<file path="src/sv/sorted_table_binary_search_core_assert.svh">
// ----------------------------------------------------------------------------
// Sorted table binary search core - assertion macros
// Concurrent assertion wrappers; they expand to nothing when SYNTH is defined.
// ----------------------------------------------------------------------------
`ifndef SORTED_TABLE_BINARY_SEARCH_CORE_ASSERT_SVH
`define SORTED_TABLE_BINARY_SEARCH_CORE_ASSERT_SVH

`ifndef SYNTH

// property must hold at every rising clock edge outside reset
`define STBS_ASSERT(lbl, clk, rst, prop, msg) \
   lbl: assert property (@(posedge clk) disable iff (rst) prop) else $error(msg);

// expression must never be true outside reset
`define STBS_NEVER(lbl, clk, rst, expr, msg) \
   lbl: assert property (@(posedge clk) disable iff (rst) !(expr)) else $error(msg);

`else

`define STBS_ASSERT(lbl, clk, rst, prop, msg)

`define STBS_NEVER(lbl, clk, rst, expr, msg)

`endif

`endif

</file>
<file path="src/sv/stbs_pkg.sv">
// ----------------------------------------------------------------------------
// Sorted table binary search - shared package
// Field widths, item modes, search phases, result selects and the command and
// status groups between controller and datapath.
// ----------------------------------------------------------------------------
package stbs_pkg;

   localparam int MODE_W     = 3;
   localparam int INDEX_W    = 10;
   localparam int VALUE_W    = 32;
   localparam int POS_W      = 11;
   localparam int LEN_W      = 11;
   localparam int CSR_ADDR_W = 3;
   localparam int CSR_DATA_W = 32;

   localparam logic CSR_IDX_TABLE_LENGTH   = 1'b0;
   localparam logic CSR_IDX_COMPARE_SIGNED = 1'b1;

   typedef logic [POS_W-1:0]      pos_type;
   typedef logic [LEN_W-1:0]      len_type;
   typedef logic [CSR_DATA_W-1:0] csr_data_type;

   typedef enum logic [MODE_W-1:0] {
      MODE_WRITE = 3'd0,
      MODE_FIND  = 3'd1,
      MODE_LOWER = 3'd2,
      MODE_UPPER = 3'd3,
      MODE_EQUAL = 3'd4
   } mode_type;

   typedef enum logic [1:0] {
      PHASE_FIND,
      PHASE_LOWER,
      PHASE_UPPER
   } phase_type;

   typedef enum logic [1:0] {
      RSEL_MISS,
      RSEL_MID,
      RSEL_LOW,
      RSEL_RANGE
   } rsel_type;

   typedef struct packed {
      logic      wr_en;
      logic      load_query;
      logic      issue_read;
      logic      step;
      logic      save_hit;
      logic      start_upper;
      logic      rsp_load;
      phase_type phase;
      rsel_type  rsel;
   } cmd_type;

   typedef struct packed {
      logic range_empty;
      logic cmp_lt;
      logic cmp_eq;
   } status_type;

endpackage

</file>
<file path="src/sv/stbs_csr.sv">
// ----------------------------------------------------------------------------
// Sorted table binary search - configuration registers
// APB-style register file holding the searched length and the compare order.
// ----------------------------------------------------------------------------
module stbs_csr (
   input  logic                         clock,
   input  logic                         reset,
   input  logic                         csr_psel,
   input  logic                         csr_penable,
   input  logic                         csr_pwrite,
   input  logic [stbs_pkg::CSR_ADDR_W-1:0] csr_paddr,
   input  stbs_pkg::csr_data_type       csr_pwdata,
   output stbs_pkg::csr_data_type       csr_prdata,
   output logic                         csr_pready,
   output stbs_pkg::len_type            table_length,
   output logic                         compare_signed
);

   stbs_pkg::len_type table_length_ff;
   logic              compare_signed_ff;
   logic              wr_stb;
   logic              reg_sel;

   assign csr_pready = 1'b1;
   assign reg_sel    = csr_paddr[2];
   assign wr_stb     = csr_psel && csr_penable && csr_pwrite && csr_pready;

   always_ff @(posedge clock) begin
      if (reset) begin
         table_length_ff   <= '0;
         compare_signed_ff <= 1'b0;
      end else if (wr_stb) begin
         case (reg_sel)
            stbs_pkg::CSR_IDX_TABLE_LENGTH: begin
               table_length_ff <= csr_pwdata[stbs_pkg::LEN_W-1:0];
            end
            stbs_pkg::CSR_IDX_COMPARE_SIGNED: begin
               compare_signed_ff <= csr_pwdata[0];
            end
            default: begin
            end
         endcase
      end
   end

   always_comb begin
      case (reg_sel)
         stbs_pkg::CSR_IDX_TABLE_LENGTH: begin
            csr_prdata = stbs_pkg::csr_data_type'(table_length_ff);
         end
         stbs_pkg::CSR_IDX_COMPARE_SIGNED: begin
            csr_prdata = stbs_pkg::csr_data_type'(compare_signed_ff);
         end
         default: begin
            csr_prdata = '0;
         end
      endcase
   end

   assign table_length   = table_length_ff;
   assign compare_signed = compare_signed_ff;

endmodule

</file>
<file path="config.mk">
export PLATFORM = sky130hd
export DESIGN_NAME = stbs_csr
export DESIGN_NICKNAME = d
export VERILOG_FILES = /design/src/sv/sorted_table_binary_search_core_assert.svh /design/src/sv/stbs_pkg.sv /design/src/sv/stbs_csr.sv
export SDC_FILE = /design/constraint.sdc
export NUM_CORES = 1
export LEC_CHECK = 0
export ABC_AREA = 1
export BUFFER_PORTS_ARGS = -buffer_cell sky130_fd_sc_hd__buf_2
export CORE_UTILIZATION = 34
export DETAILED_ROUTE_END_ITERATION = 12
export PLACE_DENSITY = 0.79
export SYNTH_ARGS = -nofsm -noshare
export SYNTH_HDL_FRONTEND = slang
export SYNTH_SLANG_ARGS = --single-unit
</file>
<file path="constraint.sdc">
create_clock -name clock -period 1 [get_ports clock]
set_clock_uncertainty 0.1 [all_clocks]
set_input_delay 0.05 -clock clock [delete_from_list [all_inputs] [get_ports clock]]
set_output_delay 0.05 -clock clock [all_outputs]
set_load 0.01 [all_outputs]
</file>
Word-level counts from Yosys, hierarchy flattened. Index checks and enable logic that the tools add are counted.

Flip-flop bits (word level): 12. Input port bits: 40. Logic and storage cells: 8.

Multiplexer cells: 1. Bitwise gates (word level): 1. Reductions and logical operators: 4.

Operator list (count): one-hot mux 32 bit (2 select lines) (1); AND reduction 2 bit (2); logical AND 1 bit (2); inverter 1 bit (1).

Logic depth before layout (Yosys ltp).
Depth in word-level cells: 3. Gate-level depth with buffers: 6.

Least setup slack after synthesis. OpenSTA, ideal clock, no wires.

Kind: in2reg. From: input csr_psel. To: register compare_signed_ff, in the netlist compare_signed. Library setup time: 0.115 ns. Data arrival time: 0.517 ns. Required time: 0.785 ns. Slack: 0.268 ns. Cell stages on the path: 6. Path buffers: 1. Path through: nand2_1 -> nor2_2 -> buf_6 -> nand3_1 -> nand2_1 -> nor2_1.

Word-level cells in the longest chain between the ends: 3.

RTL lines: start, declared (line stbs_csr.sv:8) `input logic csr_psel,`; logical AND 1 bit (2 in a row) (line stbs_csr.sv:26) `assign wr_stb = csr_psel && csr_penable && csr_pwrite && csr_pready;`; AND reduction 2 bit (no source line); end signal, assigned (line stbs_csr.sv:38) `compare_signed_ff <= csr_pwdata[0];`; end, declared (line stbs_csr.sv:20) `logic compare_signed_ff;`.

No other way between the ends. A chain may end at the register's enable or synchronous reset.

Final worst setup path.
From: register table_length_ff[0], in the netlist table_length[0]. To: output csr_prdata[0].

Word-level cells in the longest chain between the ends: 1.

RTL lines: start, declared (line stbs_csr.sv:19) `stbs_pkg::len_type table_length_ff;`; start signal, assigned (line stbs_csr.sv:35) `table_length_ff <= csr_pwdata[stbs_pkg::LEN_W-1:0];`; one-hot mux 32 bit (2 select lines) (line stbs_csr.sv:47) `case (reg_sel)`; end, declared (line stbs_csr.sv:13) `output stbs_pkg::csr_data_type csr_prdata,`.

No other way between the ends. The select of a mux whose other input is x is not followed.

==> flow_summary.yaml <==
global_routing:
  grt_pass1_vias: 593
  antenna_found_initial: 0
  grt_remaining_overflow: 0
  grt_max_degree: 14
  grt_use_total: 0.128
  grt_pass1_wl_um: 2460
floorplanning:
  die_x_um: 50.7
  io_pins: 85
  core_area_um2: 2230
  die-area_um2: 2570
  die_height_um: 50.7
  initial_utilization: 0.361
  rows: 17
timing:
  slew_viol_final: 0
  min_period_over_period: 0.996
  setup_viol: 0
  fmax_mhz: 1000
  report.final.hold_viol_count: 0
  grt_setup_unrepaired: "true"
  period_minus_slack_ps: 996
layout:
  fin_nets: 216
  design_area_um2: 1050
  drive_above_1_share: 0.389
  antenna_cells: 0
  area_growth_pct: 30.4
drt:
  finalWirelength_um: 1590
  first_iter_violations: 1
  wl_per_cell_um: 7.85
  viasPerCell: 3.86
  drc: 0
  route.vias.total: 784
  first_pass_iters: 3
  ant_nets: 0
power_and_ir_drop:
  leakage_nw: 0.630
  irDropWorstVdd_mv: 0.655
  power_density_nw_per_um2: 1060
  power_mw: 1.12
clocking:
  clockRootBuffer: "clkbuf_4"
  cts_tree: "built"
  cts_buffer_depth: 2
  numCtsBuffers: 3
  cts_max_level: 1
  clock_latency_ps: 260
  cts.sinks: 12
  clkSlewWorstSetupHoldPaths_ps: 80
job:
  cap_violations: 0
synth:
  ys_warn_count: 0
  yosysSeqAreaShare: 0.298
  synth_area_leaders: "dfxtp_1 30%, buf_4 21%, nor2_1 16%"
  synth.distinct_cells: 13
  synth_top_cell_area_share: 0.298
  synth_common_cells: "34 x nor2_1, 23 x buf_4, 23 x inv_1"
  netlist_instances: 130
  synth_enable_flop_cells: 0
  ys_async_sr_fraction: 0
  yosys_most_used_dff: "dfxtp_1"
  synth.most_common_cell: "nor2_1"
  ys_ff_latch: 12
  avgSynthCellArea_um2: 6.20
  synthesis.area_um2: 806
  yosysTopAreaCell: "dfxtp_1"
placement:
  place_area_um2: 942
  portBuffers: 39
  hpwl_um: 1160
  place.gp.congestion: 0.683
setup_path:
  worst_ep_arrival_time_ps: 850
  worstSetupStartpoint: "table_length[0]"
  path_class: "reg -> out"
  critPathMaxFanout: 3
  cp.required_ps: 850
  startpoint_type: "flip-flop"
  timing.rr.start: "table_length[7]"
  end_kind: "output pin"
  reg2reg_depth: 3
min_path:
  worstHoldStart: "csr_pwdata[9]"
  hold_path.class: "in -> reg"
  hold_depth: 5
run_status:
  status: "complete, no violations"
## per-layer routing
layer / wire, um / vias up / share of wire / GRT usage
li1: - / 420 / - / -
met1: 651 / 333 / 0.41 / 0.136
met2: 858 / 29 / 0.54 / 0.240
met3: 60 / 2 / 0.038 / 0.0182
met4: 22 / 0 / 0.014 / 0.0694
met5: 0 / - / 0 / 0
## cells by family after synthesis
family | after synthesis | share of synthesized area
simple gates | 64 | 0.321
buf+inv | 51 | 0.365
flops | 12 | 0.298
other cells | 2 | 0.00932
compound gates | 1 | 0.00621
## layout by cell type, fill, tap and decap left out
master	Yosys	layout
dfxtp_2	0	12
clkbuf_8	0	1
clkbuf_4	0	3
nand2_1	16	16
nor2_2	1	1
buf_4	23	3
nand3_1	13	13
nor2_1	34	34
buf_12	0	1
inv_2	1	8
buf_2	1	39
a21oi_1	1	1
inv_1	23	16
conb_1	2	22
dlygate4sd3_1	0	5
## power breakdown
group | switching (mW) | total (mW) | internal, mW
registers | 0.0129 | 0.510 | 0.497
logic | 0.134 | 0.225 | 0.0913
clock network | 0.159 | 0.380 | 0.221
## state kept, by name (all words and copies together), names as in the netlist
| signal | cells |
|---|---|
| compare_signed | 1 |
| table_length | 11 |
## final timing paths
check	end	slack, ps
max	csr_prdata[0]	4
min reg2reg	table_length[9]	390
max reg2reg	table_length[7]	210
min	table_length[9]	1
## layout make-up
type	instances	area, um^2
Clock buffer	4	36.3
Fill cell	255	1180
Inverter	24	90.1
Multi-Input combinational cell	87	347
Sequential cell	12	255
Tap cell	28	35.0
Timing Repair Buffer	48	288
## worst max-delay path, stage by stage, from the launching register on
cell,delay (ps)
dfxtp_2,340
nand2_1,50
nand2_1,70
buf_2,120
## per-stage QoR
| step | hold WS (ps) | util | instances | TNS [ps] | setup WS, ps |
|---|---|---|---|---|---|
| floorplan | 110 | - | 150 | 0 | 268 |
| global placement | 261 | 0.422 | 193 | 0 | 142 |
| detailed placement | 268 | 0.422 | 193 | 0 | 133 |
| CTS | 0.255 | 0.467 | 202 | 0 | 0.125 |
| global route | 11.7 | 0.471 | 203 | -492 | -69.6 |
| finish | 1.45 | 0.471 | 203 | 0 | 3.53 |
## repair_timing
action / CTS / global route
endpoints found under the setup margin: 11 / 11
resized for setup: 12 / 7
hold buffers: 5 / 0
endpoints found under the hold margin: 5 / 0
pin swaps: 0 / 2
setup buffers: 0 / 1
No activity file was read; power rests on OpenSTA's default activity.
