### config.mk
export PLATFORM = sky130hd
export DESIGN_NAME = stbs_ctrl
export DESIGN_NICKNAME = d
export VERILOG_FILES = /design/src/sv/stbs_pkg.sv /design/src/sv/stbs_ctrl.sv
export VERILOG_INCLUDE_DIRS = /design/src /design/src/sv
export SDC_FILE = /design/constraint.sdc
export NUM_CORES = 1
export LEC_CHECK = 0
export CORE_AREA = 2 2 39 41
export DETAILED_ROUTE_END_ITERATION = 12
export DIE_AREA = 0 0 41 43
export DONT_BUFFER_PORTS = 1
export GPL_ROUTABILITY_DRIVEN = 1
export PLACE_DENSITY_LB_ADDON = 0.15
export SYNTH_ARGS = -nofsm -noshare
export SYNTH_HDL_FRONTEND = slang
export SYNTH_SLANG_ARGS = --single-unit
### constraint.sdc
create_clock -name clock -period 2.17 [get_ports clock]
set_input_delay 0.434 -clock clock [delete_from_list [all_inputs] [get_ports clock]]
set_output_delay 0.434 -clock clock [all_outputs]
set_load 0.03 [all_outputs]
### src/sv/sorted_table_binary_search_core_assert.svh
// ----------------------------------------------------------------------------
// Sorted table binary search core - assertion macros
// Concurrent assertion wrappers; they expand to nothing when SYNTH is defined.
// ----------------------------------------------------------------------------
`ifndef SORTED_TABLE_BINARY_SEARCH_CORE_ASSERT_SVH
`define SORTED_TABLE_BINARY_SEARCH_CORE_ASSERT_SVH

`ifndef SYNTH

// property must hold at every rising clock edge outside reset
`define STBS_ASSERT(lbl, clk, rst, prop, msg) \
   lbl: assert property (@(posedge clk) disable iff (rst) prop) else $error(msg);

// expression must never be true outside reset
`define STBS_NEVER(lbl, clk, rst, expr, msg) \
   lbl: assert property (@(posedge clk) disable iff (rst) !(expr)) else $error(msg);

`else

`define STBS_ASSERT(lbl, clk, rst, prop, msg)

`define STBS_NEVER(lbl, clk, rst, expr, msg)

`endif

`endif

### src/sv/stbs_pkg.sv
// ----------------------------------------------------------------------------
// Sorted table binary search - shared package
// Field widths, item modes, search phases, result selects and the command and
// status groups between controller and datapath.
// ----------------------------------------------------------------------------
package stbs_pkg;

   localparam int MODE_W     = 3;
   localparam int INDEX_W    = 10;
   localparam int VALUE_W    = 32;
   localparam int POS_W      = 11;
   localparam int LEN_W      = 11;
   localparam int CSR_ADDR_W = 3;
   localparam int CSR_DATA_W = 32;

   localparam logic CSR_IDX_TABLE_LENGTH   = 1'b0;
   localparam logic CSR_IDX_COMPARE_SIGNED = 1'b1;

   typedef logic [POS_W-1:0]      pos_type;
   typedef logic [LEN_W-1:0]      len_type;
   typedef logic [CSR_DATA_W-1:0] csr_data_type;

   typedef enum logic [MODE_W-1:0] {
      MODE_WRITE = 3'd0,
      MODE_FIND  = 3'd1,
      MODE_LOWER = 3'd2,
      MODE_UPPER = 3'd3,
      MODE_EQUAL = 3'd4
   } mode_type;

   typedef enum logic [1:0] {
      PHASE_FIND,
      PHASE_LOWER,
      PHASE_UPPER
   } phase_type;

   typedef enum logic [1:0] {
      RSEL_MISS,
      RSEL_MID,
      RSEL_LOW,
      RSEL_RANGE
   } rsel_type;

   typedef struct packed {
      logic      wr_en;
      logic      load_query;
      logic      issue_read;
      logic      step;
      logic      save_hit;
      logic      start_upper;
      logic      rsp_load;
      phase_type phase;
      rsel_type  rsel;
   } cmd_type;

   typedef struct packed {
      logic range_empty;
      logic cmp_lt;
      logic cmp_eq;
   } status_type;

endpackage

### src/sv/stbs_ctrl.sv
// ----------------------------------------------------------------------------
// Sorted table binary search - controller
// Sequences writes, probe read and compare steps, the equal range passes and
// the result handoff.
// ----------------------------------------------------------------------------
`include "sorted_table_binary_search_core_assert.svh"

module stbs_ctrl (
   input  logic                            clock,
   input  logic                            reset,
   input  logic                            req_valid,
   output logic                            req_ready,
   input  logic [stbs_pkg::MODE_W-1:0]     req_mode,
   output logic                            rsp_valid,
   input  logic                            rsp_ready,
   input  stbs_pkg::status_type            status,
   output stbs_pkg::cmd_type               cmd
);

   typedef enum logic [1:0] {
      ST_IDLE,
      ST_PROBE,
      ST_COMPARE
   } state_type;

   state_type           state_ff;
   stbs_pkg::mode_type  mode_ff;
   stbs_pkg::phase_type phase_ff;
   logic                rsp_valid_ff;

   stbs_pkg::mode_type  req_mode_w;
   logic                out_free;

   assign req_mode_w = stbs_pkg::mode_type'(req_mode);
   assign out_free   = !rsp_valid_ff || rsp_ready;
   assign req_ready  = (state_ff == ST_IDLE);
   assign rsp_valid  = rsp_valid_ff;

   always_comb begin
      cmd       = '0;
      cmd.phase = phase_ff;
      cmd.rsel  = stbs_pkg::RSEL_MISS;
      case (state_ff)
         ST_IDLE: begin
            if (req_valid) begin
               case (req_mode_w)
                  stbs_pkg::MODE_WRITE: begin
                     cmd.wr_en = 1'b1;
                  end
                  stbs_pkg::MODE_FIND, stbs_pkg::MODE_LOWER,
                  stbs_pkg::MODE_UPPER, stbs_pkg::MODE_EQUAL: begin
                     cmd.load_query = 1'b1;
                  end
                  default: begin
                  end
               endcase
            end
         end
         ST_PROBE: begin
            if (!status.range_empty) begin
               cmd.issue_read = 1'b1;
            end else begin
               case (phase_ff)
                  stbs_pkg::PHASE_FIND: begin
                     if (mode_ff == stbs_pkg::MODE_FIND) begin
                        cmd.rsel = stbs_pkg::RSEL_MISS;
                     end else begin
                        cmd.rsel = stbs_pkg::RSEL_LOW;
                     end
                     cmd.rsp_load = out_free;
                  end
                  stbs_pkg::PHASE_LOWER: begin
                     if (mode_ff == stbs_pkg::MODE_EQUAL) begin
                        cmd.start_upper = 1'b1;
                     end else begin
                        cmd.rsel     = stbs_pkg::RSEL_LOW;
                        cmd.rsp_load = out_free;
                     end
                  end
                  stbs_pkg::PHASE_UPPER: begin
                     if (mode_ff == stbs_pkg::MODE_EQUAL) begin
                        cmd.rsel = stbs_pkg::RSEL_RANGE;
                     end else begin
                        cmd.rsel = stbs_pkg::RSEL_LOW;
                     end
                     cmd.rsp_load = out_free;
                  end
                  default: begin
                  end
               endcase
            end
         end
         ST_COMPARE: begin
            if (phase_ff == stbs_pkg::PHASE_FIND && status.cmp_eq) begin
               if (mode_ff == stbs_pkg::MODE_FIND) begin
                  cmd.rsel     = stbs_pkg::RSEL_MID;
                  cmd.rsp_load = out_free;
               end else begin
                  cmd.save_hit = 1'b1;
               end
            end else begin
               cmd.step = 1'b1;
            end
         end
         default: begin
         end
      endcase
   end

   always_ff @(posedge clock) begin
      if (reset) begin
         state_ff     <= ST_IDLE;
         mode_ff      <= stbs_pkg::MODE_WRITE;
         phase_ff     <= stbs_pkg::PHASE_FIND;
         rsp_valid_ff <= 1'b0;
      end else begin
         if (cmd.rsp_load) begin
            rsp_valid_ff <= 1'b1;
         end else if (rsp_ready) begin
            rsp_valid_ff <= 1'b0;
         end
         case (state_ff)
            ST_IDLE: begin
               if (cmd.load_query) begin
                  state_ff <= ST_PROBE;
                  mode_ff  <= req_mode_w;
                  case (req_mode_w)
                     stbs_pkg::MODE_LOWER: begin
                        phase_ff <= stbs_pkg::PHASE_LOWER;
                     end
                     stbs_pkg::MODE_UPPER: begin
                        phase_ff <= stbs_pkg::PHASE_UPPER;
                     end
                     default: begin
                        phase_ff <= stbs_pkg::PHASE_FIND;
                     end
                  endcase
               end
            end
            ST_PROBE: begin
               if (cmd.issue_read) begin
                  state_ff <= ST_COMPARE;
               end else if (cmd.start_upper) begin
                  phase_ff <= stbs_pkg::PHASE_UPPER;
               end else if (cmd.rsp_load) begin
                  state_ff <= ST_IDLE;
               end
            end
            ST_COMPARE: begin
               if (cmd.save_hit) begin
                  phase_ff <= stbs_pkg::PHASE_LOWER;
                  state_ff <= ST_PROBE;
               end else if (cmd.step) begin
                  state_ff <= ST_PROBE;
               end else if (cmd.rsp_load) begin
                  state_ff <= ST_IDLE;
               end
            end
            default: begin
               state_ff <= ST_IDLE;
            end
         endcase
      end
   end

   `STBS_ASSERT(a_cmd_onehot, clock, reset,
      $onehot0({cmd.wr_en, cmd.load_query, cmd.issue_read, cmd.step, cmd.save_hit,
                cmd.start_upper, cmd.rsp_load}),
      "more than one datapath command at once")
   `STBS_ASSERT(a_compare_after_probe, clock, reset,
      (state_ff == ST_COMPARE) |-> ($past(state_ff) != ST_IDLE),
      "compare without a preceding probe read")
   `STBS_NEVER(a_find_phase_mode, clock, reset,
      (state_ff != ST_IDLE) && (phase_ff == stbs_pkg::PHASE_FIND) &&
      !(mode_ff == stbs_pkg::MODE_FIND || mode_ff == stbs_pkg::MODE_EQUAL),
      "match pass running for a bound query")
   `STBS_ASSERT(a_result_ends_item, clock, reset,
      cmd.rsp_load |=> (rsp_valid_ff && state_ff == ST_IDLE),
      "result loaded but item not retired")

endmodule
Word-level counts from Yosys, hierarchy flattened:

Cells that the tools add are included.

* register bits: 8
* word-level logic and storage cells: 74
* input port bits: 10
* output and inout bits: 13

* equal/unequal tests: 15
* reduce and logical (&&, ||, !) cells: 13
* mux-type cells: 42

Operators with widths (number)
* $mux 2: 17
* $mux 1: 18
* $pmux 2 s3: 3
* $pmux 2 s2: 2
* $eq 3x1->1 const B: 2
* $eq 3x2->1 const B: 2
* $eq 3x3->1 const B: 2
* $ne 2x2->1 const B: 3
* $reduce_and 5->1: 1
* $eq 2x1->1 const B: 2
* $eq 2x2->1 const B: 2
* $logic_not 2->1: 2
* $pmux 1 s2: 2
* $reduce_and 2->1: 2
* $reduce_or 4->1: 1
* $logic_not 3->1: 1
* $ne 3x3->1 const B: 1
* $reduce_bool 3->1: 1
* $ne 2x1->1 const B: 1
* $reduce_bool 2->1: 1
* $reduce_or 2->1: 1
* $logic_and 1x1->1: 1
* $logic_not 1->1: 1
* $logic_or 1x1->1: 1

Longest topological paths before layout:

Gate-level depths: netlist (run 1).

* depth in word-level cells: 10
* depth in mapped cells: 7
* mapped depth without buffers: 7

Least setup slack after synthesis (run 1):

No wires, ideal clock.

* kind: register to output
* start: reg state_ff[1]
* end: out cmd[0] (netlist bit)
* cell stages (with the launch flop): 7
* data required time: 1.736 ns
* setup slack: 0.113 ns
* data arrival time: 1.623 ns
* cell sequence: dfxtp_1 inv_1 ha_1 nand2_1 nor2_1 nand3_1 a21boi_0

RTL lines
* from (decl): line stbs_ctrl.sv:26 `state_type state_ff;`
* from (signal assigned): line stbs_ctrl.sv:112 `state_ff <= ST_IDLE;`
* from (signal assigned): line stbs_ctrl.sv:125 `state_ff <= ST_PROBE;`
* from (signal assigned): line stbs_ctrl.sv:142 `state_ff <= ST_COMPARE;`
* to (decl): line stbs_ctrl.sv:17 `output stbs_pkg::cmd_type cmd`

==> results of run 1 <==
-- per-stage QoR --
stage | hold WS [ns] | util | cells
2_1_floorplan | 0.479 | - | 79
3_3_place_gp | 0.508 | 0.525 | 103
3_5_place_dp | 0.507 | 0.525 | 103
4_1_cts | 0.242 | 0.544 | 106
5_1_grt | 0.234 | 0.561 | 106
6_report | 0.250 | 0.561 | 106
-- synthesized netlist by cell type (all sizes together) (3+ instances only) --
master | n | area [um^2]
nor2 | 10 | 37.5
dfxtp | 8 | 160
inv | 7 | 26.3
nand2 | 5 | 18.8
a211oi | 4 | 30.0
ha | 4 | 50.1
mux2i | 4 | 40.0
nand2b | 4 | 25.0
nand3 | 3 | 15.0
nor3b | 3 | 43.8
o21ai | 3 | 15.0
-- routing by layer --
layer | vias to the layer above | part of all wire | GRT usage
met5 | - | 0 | 0
met4 | 0 | 0 | 0.0600
met3 | 0 | 0.042 | 0.0314
met2 | 13 | 0.50 | 0.300
met1 | 273 | 0.46 | 0.224
li1 | 309 | - | -
-- state kept, by name, summed over array words and instances (netlist names) --
register / count
mode_ff: 3
phase_ff: 2
rsp_valid: 1
state_ff: 2
-- cells in the final DEF (no fill, tap or decap), drive strengths merged, types with 2 or more instances in the layout --
| cell type | count |
|---|---|
| a21oi | 2 |
| a21boi | 2 |
| mux2i | 4 |
| buf | 9 |
| ha | 4 |
| nor3b | 3 |
| inv | 7 |
| nor2 | 10 |
| o21ai | 3 |
| nand2 | 5 |
| and2 | 2 |
| nand3 | 3 |
| clkbuf | 3 |
| nor2b | 2 |
| a211oi | 4 |
| dfxtp | 8 |
| nand2b | 4 |
| and3 | 2 |
-- worst max-delay path: stages (launching register included) --
cell and delay [ns]:
sky130_fd_sc_hd__dfxtp_1 0.34, sky130_fd_sc_hd__inv_1 0.13, sky130_fd_sc_hd__ha_4 0.19, sky130_fd_sc_hd__nand2_1 0.09, sky130_fd_sc_hd__o22ai_1 0.22, sky130_fd_sc_hd__nand2b_4 0.18
sky130_fd_sc_hd__and3_4 0.25
-- final cells by class --
class,count,area [um^2],area share
repair buffers,9,67.6,0.0870
flip-flops and latches,8,160,0.206
inverters,7,26.3,0.0338
well taps,16,20.0,0.0258
multi-input cells,63,480,0.618
clock buffers,3,22.5,0.0290
-- logic make-up (layout without fill, tap and decap cells) --
logic type,after synthesis,in the layout,synth area share
muxes,4,4,0.0619
DFF,8,8,0.248
and+or+nand+nor,38,38,0.379
adders and majority gates,4,4,0.0774
buffers and inverters,8,19,0.0522
AOI/OAI and AO/OA,17,17,0.182
-- power by group through the flow --
stage	Clock, mW	Combinational (mW)	Sequential, mW
after floorplan	0	0.410	0.280
after global placement	0	0.569	0.253
final	0.113	0.609	0.257
after CTS	0.118	0.575	0.251
after detailed placement	0	0.567	0.254
after global routing	0.125	0.665	0.263
-- worst paths after layout --
path,start,to,slack [ns],cells past startpoint
hold reg to reg,state_ff[1],state_ff[1],0.53,2
hold / removal,reset,rsp_valid,0.25,1
setup / recovery,state_ff[1],cmd[4],0.09,6
setup reg to reg,state_ff[0],phase_ff[1],0.16,6
-- repair_timing --
action | CTS | global route
endpoints found under the setup margin | 1 | 4
pin swaps | 0 | 1
gates resized for setup | 2 | 6
==> tab_implementation.tex, run 1 <==
\begin{tabular}{lr}
\hline
Metric & Value \\
\hline
\multicolumn{2}{l}{\textbf{Outcome}} \\
\quad Result of the run & finished clean \\
\multicolumn{2}{l}{\textbf{Synthesis}} \\
\quad Number of nets produced by synthesis & 93 \\
\quad Average footprint of a synthesized cell & about 8.2 um\^{}2 \\
\quad Cell count after synthesis & 79 \\
\quad Async SR Flop Fraction & 0 \\
\quad Number of distinct library cells after synthesis & 33 \\
\quad Post-synthesis cell area & 647 um\^{}2 \\
\quad Number of enable flip-flop cells after synthesis & 0 \\
\quad Most used flip-flop cell after synthesis & sky130\_fd\_sc\_hd\_\_dfxtp\_1 \\
\quad Fraction of the yosys area taken by sequential cells & 0.248 \\
\quad Seq cells post-synth & 8 \\
\quad Synth warnings & 0 \\
\multicolumn{2}{l}{\textbf{Timing}} \\
\quad Max frequency & $\sim$480 MHz \\
\quad Remaining max-slew budget at the tightest pin & 0.739 \\
\quad Final min period & slightly above 2 ns \\
\quad Worst clock skew on the final layout & between 0.004 and 0.005 ns \\
\quad Setup violation total in the final timing report & 0 \\
\quad Total count of max-transition violations in the final report & 0 \\
\quad Crit share post-route & 0.957 \\
\quad Actual slew at the worst max-slew pin & a little under 0.4 ns \\
\quad Final setup margin & around 0.094 ns \\
\quad Total Neg Setup Slack & 0 ns \\
\quad Number of endpoints with negative hold slack in the final report & 0 \\
\multicolumn{2}{l}{\textbf{Setup path}} \\
\quad Kind of launch point of the worst setup path & register \\
\quad WP data required & around 1.7 ns \\
\quad Crit path DAT & between 1.5 and 2 ns \\
\quad Sort of element at the end of the critical path & primary output \\
\quad WS Path Type & register to primary output \\
\quad Crit path max fanout & 7 \\
\multicolumn{2}{l}{\textbf{Route}} \\
\quad Via count & about 600 \\
\quad Number of search-and-repair iterations in the first detailed-routing pass & 4 \\
\quad Number of DRC violations after detailed routing & 0 \\
\quad Detailed-route wire length per cell & roughly 14 um \\
\quad First-iteration detailed-routing DRC count & 2 \\
\quad Total wire length & around 1.4 mm \\
\quad Antenna violation net count after detailed routing & 0 \\
\quad Via density per instance & between 5 and 6 \\
\multicolumn{2}{l}{\textbf{Clock tree}} \\
\quad Clock Pin Slew Worst Setup and Hold Paths & about 0.060 ns \\
\quad Maximum level of the CTS H-tree & 1 \\
\quad Number of buffers inserted by post-CTS setup repair & 0 \\
\quad CTS hold repair buffers & 0 \\
\quad CTS max path bufs & 2 \\
\quad CTS tree & yes \\
\quad Clock sinks & 8 \\
\quad Inserted Clock Buffers & 3 \\
\quad Clock latency reported for the late side of the worst-skew pair & 0.25 ns \\
\quad Clock root buffer & sky130\_fd\_sc\_hd\_\_clkbuf\_4 \\
\multicolumn{2}{l}{\textbf{Place}} \\
\quad Worst setup slack before clock tree synthesis & around 0.19 ns \\
\quad Number of port buffers & 0 \\
\quad Instance area at placement & around 730 um\^{}2 \\
\quad GPL Wtd Cong & $\sim$0.7 \\
\quad Detailed-placement wirelength estimate & 1.14 mm \\
\multicolumn{2}{l}{\textbf{Pwr}} \\
\quad Internal Pwr Total & just over 0.5 mW \\
\quad Gate power share & 0.622 \\
\quad Leakage power total & between 0.3 and 0.4 nW \\
\quad Worst vdd rail ir drop & between 0.5 and 0.6 mV \\
\quad Power density cells & roughly 1300 nW/um\^{}2 \\
\quad Proportion of power drawn by the clock network & 0.116 \\
\quad Switching portion of total power & 0.473 \\
\quad Psw & about 0.46 mW \\
\quad Part of the power in registers & 0.262 \\
\quad Overall power after layout & 0.978 mW \\
\multicolumn{2}{l}{\textbf{Finish}} \\
\quad Fillers & roughly 130 \\
\quad Ant diodes & 0 \\
\quad Finished layout cell area & $\sim$780 um\^{}2 \\
\quad Share of cells above drive strength 1 & 0.256 \\
\quad Nets & approximately 110 \\
\quad Layout overhead on the synthesized area & 20.1\% \\
\multicolumn{2}{l}{\textbf{Global route}} \\
\quad Largest net degree at the start of global routing & 11 \\
\quad Wire length of the first global-routing pass & between 2 and 2.5 mm \\
\quad GRT Util Overall & 0.181 \\
\quad Overflow left after global routing & 0 \\
\quad Antenna violations before repair & 0 \\
\quad Via count of the first global-routing pass & 542 \\
\multicolumn{2}{l}{\textbf{Worst hold path}} \\
\quad Class of the worst hold path & primary input to register \\
\multicolumn{2}{l}{\textbf{Floorplan}} \\
\quad Top-level port count & 23 \\
\quad Effective utilization at floorplan & 0.467 \\
\quad Rows & 14 \\
\quad Die X & approximately 41 um \\
\quad Core Region & around 1400 um\^{}2 \\
\quad DIE AREA & 1760 um\^{}2 \\
\quad Die Y & between 40 and 50 um \\
\multicolumn{2}{l}{\textbf{Job}} \\
\quad Max-cap violation count & 0 \\
\hline
\end{tabular}
Note: power is estimated with default switching activity, not from simulation.
==> run 2: changes to the inputs <==
Settings changed: SETUP_SLACK_MARGIN set to 0.4.
==> tab_implementation.tex, run 2 (synthesized netlist as in run 1, its figures left out) <==
\begin{tabular}{lr}
\hline
Metric & Value \\
\hline
\multicolumn{2}{l}{\textbf{Outcome}} \\
\quad Result of the run & finished clean \\
\multicolumn{2}{l}{\textbf{Pwr}} \\
\quad Psw & 0.591 mW (+28\%) \\
\quad Switching portion of total power & 0.464 (-0.00897) \\
\quad Proportion of power drawn by the clock network & 0.094 (-0.022) \\
\quad Power density cells & 1280 nW/um\^{}2 (+1.6\%) \\
\quad Part of the power in registers & 0.261 (about the same) \\
\quad Gate power share & 0.645 (+0.023) \\
\quad Internal Pwr Total & 0.682 mW (+32\%) \\
\quad Worst vdd rail ir drop & 1.05 mV (+76\%) \\
\quad Leakage power total & 0.397 nW (+14\%) \\
\multicolumn{2}{l}{\textbf{Finish}} \\
\quad Ant diodes & 0 (unchanged) \\
\quad Nets & 111 (+4.7\%) \\
\quad Share of cells above drive strength 1 & 0.579 (+0.323) \\
\quad Largest registers ranked by flip-flop count & mode\_ff (3), phase\_ff (2), state\_ff (2) \\
\quad Commonest cells after routing, fill and taps aside & 12 x sky130\_fd\_sc\_hd\_\_buf\_4, 6 x sky130\_fd\_sc\_hd\_\_nor2\_1, 4 x sky130\_fd\_sc\_hd\_\_inv\_1, 4 x sky130\_fd\_sc\_hd\_\_mux2i\_1, 4 x sky130\_fd\_sc\_hd\_\_dfxtp\_4 \\
\quad Largest register by flop count & mode\_ff \\
\quad Layout overhead on the synthesized area & 53.8\% \\
\quad Leading cell type in the layout, fill and taps excluded & sky130\_fd\_sc\_hd\_\_buf\_4 \\
\quad Largest register FFs & 3 (unchanged) \\
\multicolumn{2}{l}{\textbf{Clock tree}} \\
\quad CTS max path bufs & 2 (unchanged) \\
\quad CTS tree & yes \\
\quad Inserted Clock Buffers & 3 (unchanged) \\
\quad Clock sinks & 8 (unchanged) \\
\quad Clock Pin Slew Worst Setup and Hold Paths & 0.06 ns (about the same) \\
\quad Clock latency reported for the late side of the worst-skew pair & 0.26 ns (about the same) \\
\quad Maximum level of the CTS H-tree & 1 (unchanged) \\
\quad Clock root buffer & sky130\_fd\_sc\_hd\_\_clkbuf\_4 \\
\quad CTS hold repair buffers & 0 (unchanged) \\
\multicolumn{2}{l}{\textbf{Timing}} \\
\quad Total count of max-transition violations in the final report & 0 (unchanged) \\
\quad Max frequency & 515 MHz (+6.9\%) \\
\quad Actual slew at the worst max-slew pin & 0.434 ns (+0.0445 ns) \\
\quad Total Neg Setup Slack & 0 ns (unchanged) \\
\quad Crit share post-route & 0.895 (-0.0618) \\
\quad Worst clock skew on the final layout & 0.00274 ns (-0.00160 ns) \\
\quad Remaining max-slew budget at the tightest pin & 0.706 (-0.0326) \\
\quad Unrepaired setup endpoints after global routing & yes \\
\quad Final setup margin & 0.228 ns (+0.134 ns) \\
\quad Number of endpoints with negative hold slack in the final report & 0 (unchanged) \\
\quad Final min period & 1.94 ns (-0.134 ns) \\
\quad Setup violation total in the final timing report & 0 (unchanged) \\
\multicolumn{2}{l}{\textbf{Setup path}} \\
\quad Worst setup path startpoint & state\_ff[1] \\
\quad Slowest-stage cell, CP & sky130\_fd\_sc\_hd\_\_dfxtp\_4 \\
\quad Worst stage delay on the critical path & 0.35 ns (about the same) \\
\quad WS Path Type & register to primary output \\
\quad WP data required & 1.74 ns (about the same) \\
\quad Crit path DAT & 1.51 ns (-0.13 ns) \\
\quad Crit path max fanout & 6 (-1) \\
\quad Sort of element at the end of the critical path & primary output \\
\quad Combined buffer and inverter count along the critical path & 1 (unchanged) \\
\quad Series of cell instances along the critical path & inv\_4 -> ha\_4 -> nand3b\_1 -> o22ai\_4 -> nand2b\_4 -> and3\_4 \\
\quad Worst R2R Start & state\_ff[1] \\
\quad Worst reg2reg setup slack & 0.30 ns (+0.14 ns) \\
\quad Top cell family by delay on the critical path & simple AND/OR/NAND/NOR gates \\
\quad Kind of launch point of the worst setup path & register \\
\multicolumn{2}{l}{\textbf{Worst hold path}} \\
\quad Start point of the worst min-delay path & reset \\
\quad Class of the worst hold path & primary input to register \\
\multicolumn{2}{l}{\textbf{Floorplan}} \\
\quad Effective utilization at floorplan & 0.467 (unchanged) \\
\quad Die X & 41 um (unchanged) \\
\quad Die Y & 43 um (unchanged) \\
\quad Core Region & 1380 um\^{}2 (unchanged) \\
\quad DIE AREA & 1760 um\^{}2 (unchanged) \\
\quad Rows & 14 (unchanged) \\
\quad Top-level port count & 23 (unchanged) \\
\multicolumn{2}{l}{\textbf{Global route}} \\
\quad Largest net degree at the start of global routing & 11 (unchanged) \\
\quad Via count of the first global-routing pass & 625 (+15\%) \\
\quad Overflow left after global routing & 0 (unchanged) \\
\quad Wire length of the first global-routing pass & 2.73 mm (+24\%) \\
\quad Antenna violations before repair & 0 (unchanged) \\
\quad GRT Util Overall & 0.230 (+0.0489) \\
\multicolumn{2}{l}{\textbf{Place}} \\
\quad Number of port buffers & 0 (unchanged) \\
\quad GPL Wtd Cong & 0.802 (+11\%) \\
\quad Worst setup slack before clock tree synthesis & 0.292 ns (+0.102 ns) \\
\quad Detailed-placement wirelength estimate & 1.11 mm (-2.2\%) \\
\multicolumn{2}{l}{\textbf{Job}} \\
\quad Max-cap violation count & 0 (unchanged) \\
\multicolumn{2}{l}{\textbf{Route}} \\
\quad Detailed-route wire length per cell & 16.4 um (+21\%) \\
\quad First-iteration detailed-routing DRC count & 7 (+5) \\
\quad Antenna violation net count after detailed routing & 0 (unchanged) \\
\quad Total wire length & 1.82 mm (+26\%) \\
\quad Number of search-and-repair iterations in the first detailed-routing pass & 4 (unchanged) \\
\quad Via count & 673 (+13\%) \\
\quad Via density per instance & 6.06 (+8.0\%) \\
\quad Number of DRC violations after detailed routing & 0 (unchanged) \\
\hline
\end{tabular}
==> run 2: changes by cell type in the layout (fill, tap and decap cells not counted), moves of 3 or more <==
cell	change
sky130_fd_sc_hd__dfxtp_1	-7
sky130_fd_sc_hd__dfxtp_4	+4
sky130_fd_sc_hd__nor2_1	-4
sky130_fd_sc_hd__a211oi_1	-3
sky130_fd_sc_hd__a211oi_2	+3
sky130_fd_sc_hd__buf_4	+3
sky130_fd_sc_hd__dfxtp_2	+3
==> run 2: final cells by class <==
| class | count | area [um^2] |
|---|---|---|
| multi-input combinational | 63 | 629 |
| clock buffer | 3 | 22.5 |
| sequential | 8 | 179 |
| fill | 99 | 389 |
| timing repair buffer | 14 | 113 |
| inverter | 7 | 31.3 |
| tap | 16 | 20.0 |
==> run 2: power by group through the flow <==
stage / registers (mW) / clock network [mW] / logic, mW
6_report: 0.332 / 0.120 / 0.821
5_1_grt: 0.340 / 0.133 / 0.873
4_1_cts: 0.323 / 0.119 / 0.744
3_5_place_dp: 0.309 / 0 / 0.555
3_3_place_gp: 0.310 / 0 / 0.553
2_1_floorplan: 0.296 / 0 / 0.481
==> run 2: final timing paths <==
kind                  to  cells after the start
max               cmd[4]                      6
min reg2reg   mode_ff[2]                      2
max reg2reg  phase_ff[0]                      8
min           mode_ff[0]                      1
==> run 2: timing repair <==
| item | in CTS | in global routing |
|---|---|---|
| buffers inserted | 11 | 2 |
| endpoints found under the hold margin | 0 | 0 |
| resized for setup | 27 | 13 |
| setup endpoints to repair | 9 | 11 |
| pin swaps | 15 | 9 |
==> run 2: layer usage <==
layer	up-vias	global-route usage	part of all wire
li1	325	-	-
met1	335	0.264	0.43
met2	13	0.384	0.53
met3	0	0.0942	0.042
met4	0	0.0400	0
met5	-	0	0
==> run 2: stage by stage <==
step                      instances  area [um^2]  power (mW)  hold WS, ns  utilization
after CTS                       109          931        1.19        0.232        0.673
after floorplan                  79          706       0.777        0.488            -
after global routing            111          995        1.35        0.214        0.719
after global placement           95          726       0.863        0.503        0.524
final                           111          995        1.27        0.231        0.719
after detailed placement         95          726       0.864        0.502        0.524
==> run 3: changes to the inputs <==
Settings changed: CELL_PAD_IN_SITES_DETAIL_PLACEMENT set to 1, CELL_PAD_IN_SITES_GLOBAL_PLACEMENT set to 1, CORE_AREA 2 2 39 41 to unset, CORE_MARGIN set to 2, CORE_UTILIZATION set to 42, DIE_AREA 0 0 41 43 to unset.
==> tab_implementation.tex, run 3 (synthesized netlist as in run 1, its figures left out) <==
\begin{tabular}{lr}
\hline
Metric & Value \\
\hline
\multicolumn{2}{l}{\textbf{Global route}} \\
\quad Overflow left after global routing & 0 (unchanged) \\
\quad Via count of the first global-routing pass & 683 (+9.3\%) \\
\quad GRT Util Overall & 0.223 (-0.00683) \\
\quad Largest net degree at the start of global routing & 11 (unchanged) \\
\quad Wire length of the first global-routing pass & 3.11 mm (+14\%) \\
\quad Antenna violations before repair & 0 (unchanged) \\
\multicolumn{2}{l}{\textbf{Clock tree}} \\
\quad CTS hold repair buffers & 0 (unchanged) \\
\quad Inserted Clock Buffers & 3 (unchanged) \\
\quad Clock sinks & 8 (unchanged) \\
\quad CTS max path bufs & 2 (unchanged) \\
\quad CTS tree & yes \\
\quad Clock root buffer & sky130\_fd\_sc\_hd\_\_clkbuf\_4 \\
\quad Clock latency reported for the late side of the worst-skew pair & 0.26 ns (about the same) \\
\quad Clock Pin Slew Worst Setup and Hold Paths & 0.05 ns (about the same) \\
\quad Maximum level of the CTS H-tree & 1 (unchanged) \\
\multicolumn{2}{l}{\textbf{Job}} \\
\quad Max-cap violation count & 0 (unchanged) \\
\multicolumn{2}{l}{\textbf{Timing}} \\
\quad Total Neg Setup Slack & 0 ns (unchanged) \\
\quad Unrepaired setup endpoints after global routing & yes \\
\quad Total count of max-transition violations in the final report & 0 (unchanged) \\
\quad Worst clock skew on the final layout & 0.00436 ns (+0.00163 ns) \\
\quad Number of endpoints with negative hold slack in the final report & 0 (unchanged) \\
\quad Actual slew at the worst max-slew pin & 0.440 ns (+0.00602 ns) \\
\quad Crit share post-route & 0.902 (+0.00701) \\
\quad Final min period & 1.96 ns (+0.0152 ns) \\
\quad Max frequency & 511 MHz (-0.78\%) \\
\quad Setup violation total in the final timing report & 0 (unchanged) \\
\quad Remaining max-slew budget at the tightest pin & 0.702 (-0.00407) \\
\multicolumn{2}{l}{\textbf{Route}} \\
\quad Via density per instance & 6.05 (-0.30\%) \\
\quad Antenna violation net count after detailed routing & 0 (unchanged) \\
\quad Number of DRC violations after detailed routing & 0 (unchanged) \\
\quad First-iteration detailed-routing DRC count & 18 (+11) \\
\quad Detailed-route wire length per cell & 20.4 um (+24\%) \\
\quad Total wire length & 2.26 mm (+24\%) \\
\quad Via count & 671 (-0.30\%) \\
\quad Number of search-and-repair iterations in the first detailed-routing pass & 4 (unchanged) \\
\multicolumn{2}{l}{\textbf{Floorplan}} \\
\quad Rows & 14 (unchanged) \\
\quad Core Region & 1470 um\^{}2 (+6.3\%) \\
\quad Top-level port count & 23 (unchanged) \\
\quad Die X & 43.2 um (+5.5\%) \\
\quad Effective utilization at floorplan & 0.440 (-0.0278) \\
\quad Die Y & 43.2 um (+0.57\%) \\
\quad DIE AREA & 1870 um\^{}2 (+6.1\%) \\
\multicolumn{2}{l}{\textbf{Finish}} \\
\quad Leading cell type in the layout, fill and taps excluded & sky130\_fd\_sc\_hd\_\_buf\_4 \\
\quad Share of cells above drive strength 1 & 0.526 (-0.0526) \\
\quad Largest registers ranked by flip-flop count & mode\_ff (3), phase\_ff (2), state\_ff (2) \\
\quad Commonest cells after routing, fill and taps aside & 13 x sky130\_fd\_sc\_hd\_\_buf\_4, 8 x sky130\_fd\_sc\_hd\_\_nor2\_1, 6 x sky130\_fd\_sc\_hd\_\_dfxtp\_4 \\
\quad Nets & 111 (unchanged) \\
\quad Largest register FFs & 3 (unchanged) \\
\quad Fillers & 158 (+60\%) \\
\quad Ant diodes & 0 (unchanged) \\
\quad Layout overhead on the synthesized area & 49.7\% \\
\quad Largest register by flop count & mode\_ff \\
\multicolumn{2}{l}{\textbf{Pwr}} \\
\quad Part of the power in registers & 0.264 (+0.003) \\
\quad Psw & 0.590 mW (-0.19\%) \\
\quad Gate power share & 0.643 (-0.002) \\
\quad Power density cells & 1290 nW/um\^{}2 (+0.90\%) \\
\quad Proportion of power drawn by the clock network & 0.093 (about the same) \\
\quad Switching portion of total power & 0.472 (+0.00747) \\
\quad Worst vdd rail ir drop & 0.911 mV (-14\%) \\
\quad Leakage power total & 0.396 nW (-0.20\%) \\
\quad Overall power after layout & 1.25 mW (-1.8\%) \\
\quad Internal Pwr Total & 0.660 mW (-3.1\%) \\
\multicolumn{2}{l}{\textbf{Setup path}} \\
\quad Series of cell instances along the critical path & inv\_4 -> ha\_4 -> nand3b\_1 -> o22ai\_4 -> nand2b\_4 -> and3\_4 \\
\quad Top cell family by delay on the critical path & simple AND/OR/NAND/NOR gates \\
\quad Sort of element at the end of the critical path & primary output \\
\quad Worst reg2reg setup slack & 0.33 ns (+0.03 ns) \\
\quad WS Path Type & register to primary output \\
\quad Slowest-stage cell, CP & sky130\_fd\_sc\_hd\_\_dfxtp\_4 \\
\quad Kind of launch point of the worst setup path & register \\
\quad Combined buffer and inverter count along the critical path & 1 (unchanged) \\
\quad WP data required & 1.74 ns (about the same) \\
\quad Worst stage delay on the critical path & 0.35 ns (about the same) \\
\quad Crit path DAT & 1.52 ns (about the same) \\
\quad Crit path max fanout & 6 (unchanged) \\
\multicolumn{2}{l}{\textbf{Place}} \\
\quad Number of port buffers & 0 (unchanged) \\
\quad GPL Wtd Cong & 0.703 (-12\%) \\
\quad Detailed-placement wirelength estimate & 1.31 mm (+18\%) \\
\multicolumn{2}{l}{\textbf{Worst hold path}} \\
\quad Class of the worst hold path & primary input to register \\
\multicolumn{2}{l}{\textbf{Outcome}} \\
\quad Result of the run & finished clean \\
\hline
\end{tabular}
==> run 3: final cells by class <==
type	instances	area (um^2)	area share
inverters	7	31.3	0.0323
well taps	16	20.0	0.0207
clock buffers	3	22.5	0.0233
multi-input cells	63	602	0.621
flip-flops and latches	8	184	0.190
repair buffers	14	109	0.112
==> run 3: layer usage <==
layer	share of wire	global-route usage	up-vias
li1	-	-	320
met1	0.40	0.274	321
met2	0.54	0.397	28
met3	0.046	0.0383	2
met4	0.011	0.0545	0
met5	0	0	-
==> run 3: power groups by stage <==
stage / sequential, mW / clock [mW] / combinational [mW]
finish: 0.330 / 0.117 / 0.804
global placement: 0.312 / 0 / 0.563
floorplan: 0.296 / 0 / 0.481
detailed placement: 0.312 / 0 / 0.577
CTS: 0.323 / 0.118 / 0.738
global route: 0.337 / 0.125 / 0.859
==> run 3: repair_timing <==
| action | CTS | global route |
|---|---|---|
| cloned | 0 | 0 |
| gates resized for setup | 24 | 10 |
| setup buffers | 9 | 2 |
| pin swaps | 14 | 9 |
| endpoints found under the setup margin | 8 | 9 |
==> run 3: path summary, 6_finish.rpt <==
kind                                   from          end  depth (start not counted)
worst min register to register   mode_ff[0]   mode_ff[0]                          2
worst max register to register  phase_ff[1]  phase_ff[0]                          5
worst max-delay path            state_ff[1]       cmd[4]                          6
worst min-delay path                  reset   mode_ff[0]                          1
==> run 3: worst reg2reg max path, delay by kind of cell, from the launching register on <==
family | cells | cell delay, ns
and+or+nand+nor | 3 | 1.07
DFF | 1 | 0.40
AOI/OAI and AO/OA | 2 | 0.26
==> run 3: stage by stage <==
stage	area, um^2	worst slack (ns)	util	std cells	hold WS, ns
3_5_place_dp	741	0.258	0.503	97	0.503
2_1_floorplan	706	0.423	-	79	0.488
5_1_grt	968	0.169	0.658	111	0.230
6_report	968	0.212	0.658	111	0.240
3_3_place_gp	741	0.294	0.503	97	0.501
4_1_cts	921	0.243	0.626	109	0.234
